## src/design/pll_pkg.sv

```systemverilog
// ----------------------------------------------------------------------------
// pll_pkg
// shared types and codes for the positional list engine
// ----------------------------------------------------------------------------
package pll_pkg;

	localparam int DATA_W = 32;

	localparam logic OP_INSERT = 1'b0;
	localparam logic OP_DELETE = 1'b1;

	localparam logic [DATA_W-1:0] NO_VALUE = '1;

	typedef enum logic [1:0] {
		ST_DONE    = 2'd0,
		ST_BAD_POS = 2'd1,
		ST_FULL    = 2'd2
	} status_t;

	// command broadcast to every cell in the row
	typedef struct packed {
		logic ins;   // accepted insert that changes the list
		logic del;   // accepted delete that changes the list
		logic adv;   // pipeline moves this cycle
	} cmd_t;

endpackage

```

## src/design/pll_cell.sv

```systemverilog
// ----------------------------------------------------------------------------
// pll_cell
// one list slot: holds an element, shifts to or from its neighbors and
// presents its element on a tap register when it is the one being deleted
// ----------------------------------------------------------------------------
module pll_cell #(
	parameter int IDX = 0,
	parameter int PW  = 7
) (
	input  logic                        clk,
	input  pll_pkg::cmd_t               cmd,
	input  logic [PW-1:0]               pos,
	input  logic [pll_pkg::DATA_W-1:0]  new_data,
	input  logic [pll_pkg::DATA_W-1:0]  left_data,
	input  logic [pll_pkg::DATA_W-1:0]  right_data,
	output logic [pll_pkg::DATA_W-1:0]  data,
	output logic [pll_pkg::DATA_W-1:0]  tap
);
	import pll_pkg::*;

	localparam logic [PW-1:0] MY_IDX  = PW'(IDX);
	localparam logic [PW-1:0] MY_IDX1 = PW'(IDX + 1);

	logic [DATA_W-1:0] data_q;
	logic [DATA_W-1:0] tap_s1;

	always_ff @(posedge clk) begin
		if (cmd.ins && (MY_IDX == pos)) begin
			data_q <= new_data;
		end else if (cmd.ins && (MY_IDX > pos)) begin
			data_q <= left_data;
		end else if (cmd.del && (MY_IDX1 >= pos)) begin
			data_q <= right_data;
		end
	end

	// delete position is 1-based, so this cell is hit when idx+1 == pos
	always_ff @(posedge clk) begin
		if (cmd.adv) begin
			tap_s1 <= (cmd.del && (MY_IDX1 == pos)) ? data_q : '0;
		end
	end

	assign data = data_q;
	assign tap  = tap_s1;

endmodule

```

## config.mk

```make
export PLATFORM = sky130hd
export DESIGN_NAME = pll_cell
export DESIGN_NICKNAME = d
export VERILOG_FILES = /design/src/design/pll_pkg.sv /design/src/design/pll_cell.sv
export SDC_FILE = /design/constraint.sdc
export NUM_CORES = 1
export LEC_CHECK = 0
export BUFFER_PORTS_ARGS = -buffer_cell sky130_fd_sc_hd__buf_2
export CAP_MARGIN = 30
export CELL_PAD_IN_SITES_DETAIL_PLACEMENT = 1
export CELL_PAD_IN_SITES_GLOBAL_PLACEMENT = 2
export CORE_AREA = 2 2 90 114
export DETAILED_ROUTE_END_ITERATION = 8
export DIE_AREA = 0 0 92 116
export PLACE_DENSITY = 0.8
export SLEW_MARGIN = 15
export SYNTH_ARGS = -nofsm -noshare
export SYNTH_HDL_FRONTEND = slang
export SYNTH_SLANG_ARGS = --single-unit
```

## constraint.sdc

```tcl
create_clock -name clk -period 4.3 [get_ports clk]
set_input_delay 0.86 -clock clk [delete_from_list [all_inputs] [get_ports clk]]
set_output_delay 0.86 -clock clk [all_outputs]
set_load 0.005 [all_outputs]
```

==> impl_metrics.env <==
export IMPL_coreArea_um2=9510
export IMPL_max_clock_path_buffers=2
export IMPL_path_depth=4
export IMPL_fp_row_count=40
export IMPL_hold_ws_ns=0.542
export IMPL_dieArea_um2=10700
export IMPL_slew_viol_final=0
export IMPL_final_common_cell="buf_2"
export IMPL_pwr_share_seq_pct=48.0
export IMPL_synth_avg_cell_area_um2=19.4
export IMPL_yosysSeqAreaShare_pct=70.8
export IMPL_die_x_um=92
export IMPL_numPlacedInstances=399
export IMPL_synthCells=140
export IMPL_clock_root_buffer="clkbuf_16"
export IMPL_grt_pass1_wl_um=9020
export IMPL_fin_crit_sh_pct=55.8
export IMPL_reg2regPathDepth=1
export IMPL_syn2layout_area_growth_pct=40.1
export IMPL_routabilityCongestion=0.675
export IMPL_power_frac_clock_pct=46.5
export IMPL_arrival_ns=2.46
export IMPL_timing_final_crit_period_ns=2.40
export IMPL_antenna_cells=0
export IMPL_skew_ns=0.00373
export IMPL_vias_per_cell=4.15
export IMPL_synth_fp_nets=247
export IMPL_htreeDepth=3
export IMPL_clock_sinks=64
export IMPL_top_level_ports=171
export IMPL_startpoint_type="input port"
export IMPL_p_sw_share_pct=18.4
export IMPL_cts_hold_buf=0
export IMPL_ant_nets=0
export IMPL_ys_ff_latch=64
export IMPL_combPwrFrac_pct=5.5
export IMPL_hold_class="flip-flop to flip-flop"
export IMPL_crit_chain="buf_2 > nor4_4 > nand3_4 > mux2_4"
export IMPL_status="completed"
export IMPL_layout_common_cells="buf_2, edfxtp_1, and2_1"
export IMPL_worstMarginPinSlew_ns=0.723
export IMPL_setup_violations=0
export IMPL_critPathTopFamily="simple AND/OR/NAND/NOR gates"
export IMPL_dr_pass1_iters=4
export IMPL_hold_violations=0
export IMPL_ir_worst_vdd_uv=162
export IMPL_fmax_ghz=0.417
export IMPL_cap_violations=0
export IMPL_clock_latency_ns=0.32
export IMPL_cts_tree="done"
export IMPL_die_h_um=116
export IMPL_cellLeakagePower_nw=1.76
export IMPL_grt_pass1_vias=1875
export IMPL_fin_cells=415
export IMPL_p_per_area_nw_per_um2=384
export IMPL_hold_path_depth=1
export IMPL_cp_end_kind="flip-flop"
export IMPL_yosysUniqueCellTypes=12
export IMPL_grtUsageTotal_pct=11.4
export IMPL_syn_area_um2=2710
export IMPL_drt_iter0_drc=25
export IMPL_drive_above_1_share_pct=64.4
export IMPL_required_ns=4.37
export IMPL_fin_tns_setup_ns=0
export IMPL_antenna_found_initial=0
export IMPL_crit_type="input port to flip-flop"
export IMPL_postCtsSetupBuffers=0
export IMPL_yosysWarnings=0
export IMPL_cts_resized=0
export IMPL_cpMaxStageDelayCell="nand3_4"
export IMPL_final_nets=391
export IMPL_wirelength_um=5910
export IMPL_drc_errors=0
export IMPL_routed_via_count=1722
export IMPL_slew_headroom_pct=51.8
export IMPL_intPower_mw=1.19
export IMPL_cp_slowest_stage_delay_ns=0.59
export IMPL_worst_path_buf_inv=1
export IMPL_start_util_pct=28.5
export IMPL_overflow=0
export IMPL_wl_per_cell_um=14.2
export IMPL_rsz0062_at_grt="no"
export IMPL_grt_max_degree=33
export IMPL_cts_made_buffers=9
export IMPL_switchingPower_mw=0.268
export IMPL_io_buffers=138
export IMPL_path_clk_slew_ns=0.05
export IMPL_cp_max_fo=32
## worst paths after layout
path	from	end	slack, ns
max reg2reg	data[21]	tap[21]	3.49
min reg2reg	data[27]	tap[27]	0.54
max	pos[5]	data[14]	1.90
min	data[27]	tap[27]	0.54
## flip-flops by register name (all words and copies together), names as in the netlist
register  cells
tap          32
data         32
## cell type report
| cell class | instances | area (um2) |
|---|---|---|
| clock inverter | 5 | 47.5 |
| sequential | 64 | 1920 |
| clock buffer | 11 | 233 |
| multi-input combinational | 70 | 742 |
| fill | 1014 | 5710 |
| tap | 126 | 158 |
| timing repair buffer | 139 | 698 |
## synthesized netlist by cell type
cell / count / share of area (%)
and2_1: 32 / 7.4
and4_2: 1 / 0.37
buf_6: 3 / 1.2
clkbuf_2: 3 / 0.55
edfxtp_1: 64 / 71
mux2_2: 2 / 0.83
mux2_4: 30 / 17
nand3_4: 1 / 0.65
nor2_1: 1 / 0.14
nor2b_1: 1 / 0.23
nor4_4: 1 / 0.78
o211a_1: 1 / 0.37
## logic make-up (layout without fill, tap and decap cells)
group / Yosys count / in the layout / share of synthesized area, %
simple gates: 37 / 37 / 9.55
mux: 32 / 32 / 17.4
compound gates: 1 / 1 / 0.369
flops: 64 / 64 / 70.8
buf+inv: 6 / 155 / 1.80
## power groups by stage
stage | sequential, mW | combinational, mW | clock [mW]
after floorplan | 0.714 | 0.0265 | 0
after global placement | 0.712 | 0.0804 | 0
after detailed placement | 0.713 | 0.0824 | 0
after CTS | 0.700 | 0.0828 | 0.695
after global routing | 0.701 | 0.0888 | 0.723
final | 0.700 | 0.0806 | 0.678
## layer usage
layer  vias to the layer above  part of all wire (%)  wire [um]  global-route usage, %
met4                         0                   2.2        131                   6.87
met5                         -                     0          0                      0
met2                        77                    57       3360                   21.5
met3                        12                   7.6        450                   4.10
li1                        810                     -          -                      -
met1                       823                    33       1960                   10.3
## through the flow
step | util, % | area, um2 | total power, mW | setup WS [ns]
after floorplan | - | 2710 | 0.741 | 1.92
after global placement | 37.0 | 3520 | 0.792 | 1.55
after detailed placement | 37.0 | 3520 | 0.795 | 1.52
after CTS | 40.0 | 3800 | 1.48 | 1.86
after global routing | 40.0 | 3800 | 1.51 | 1.80
final | 40.0 | 3800 | 1.46 | 1.90
Note: power is estimated with default switching activity, not from simulation.
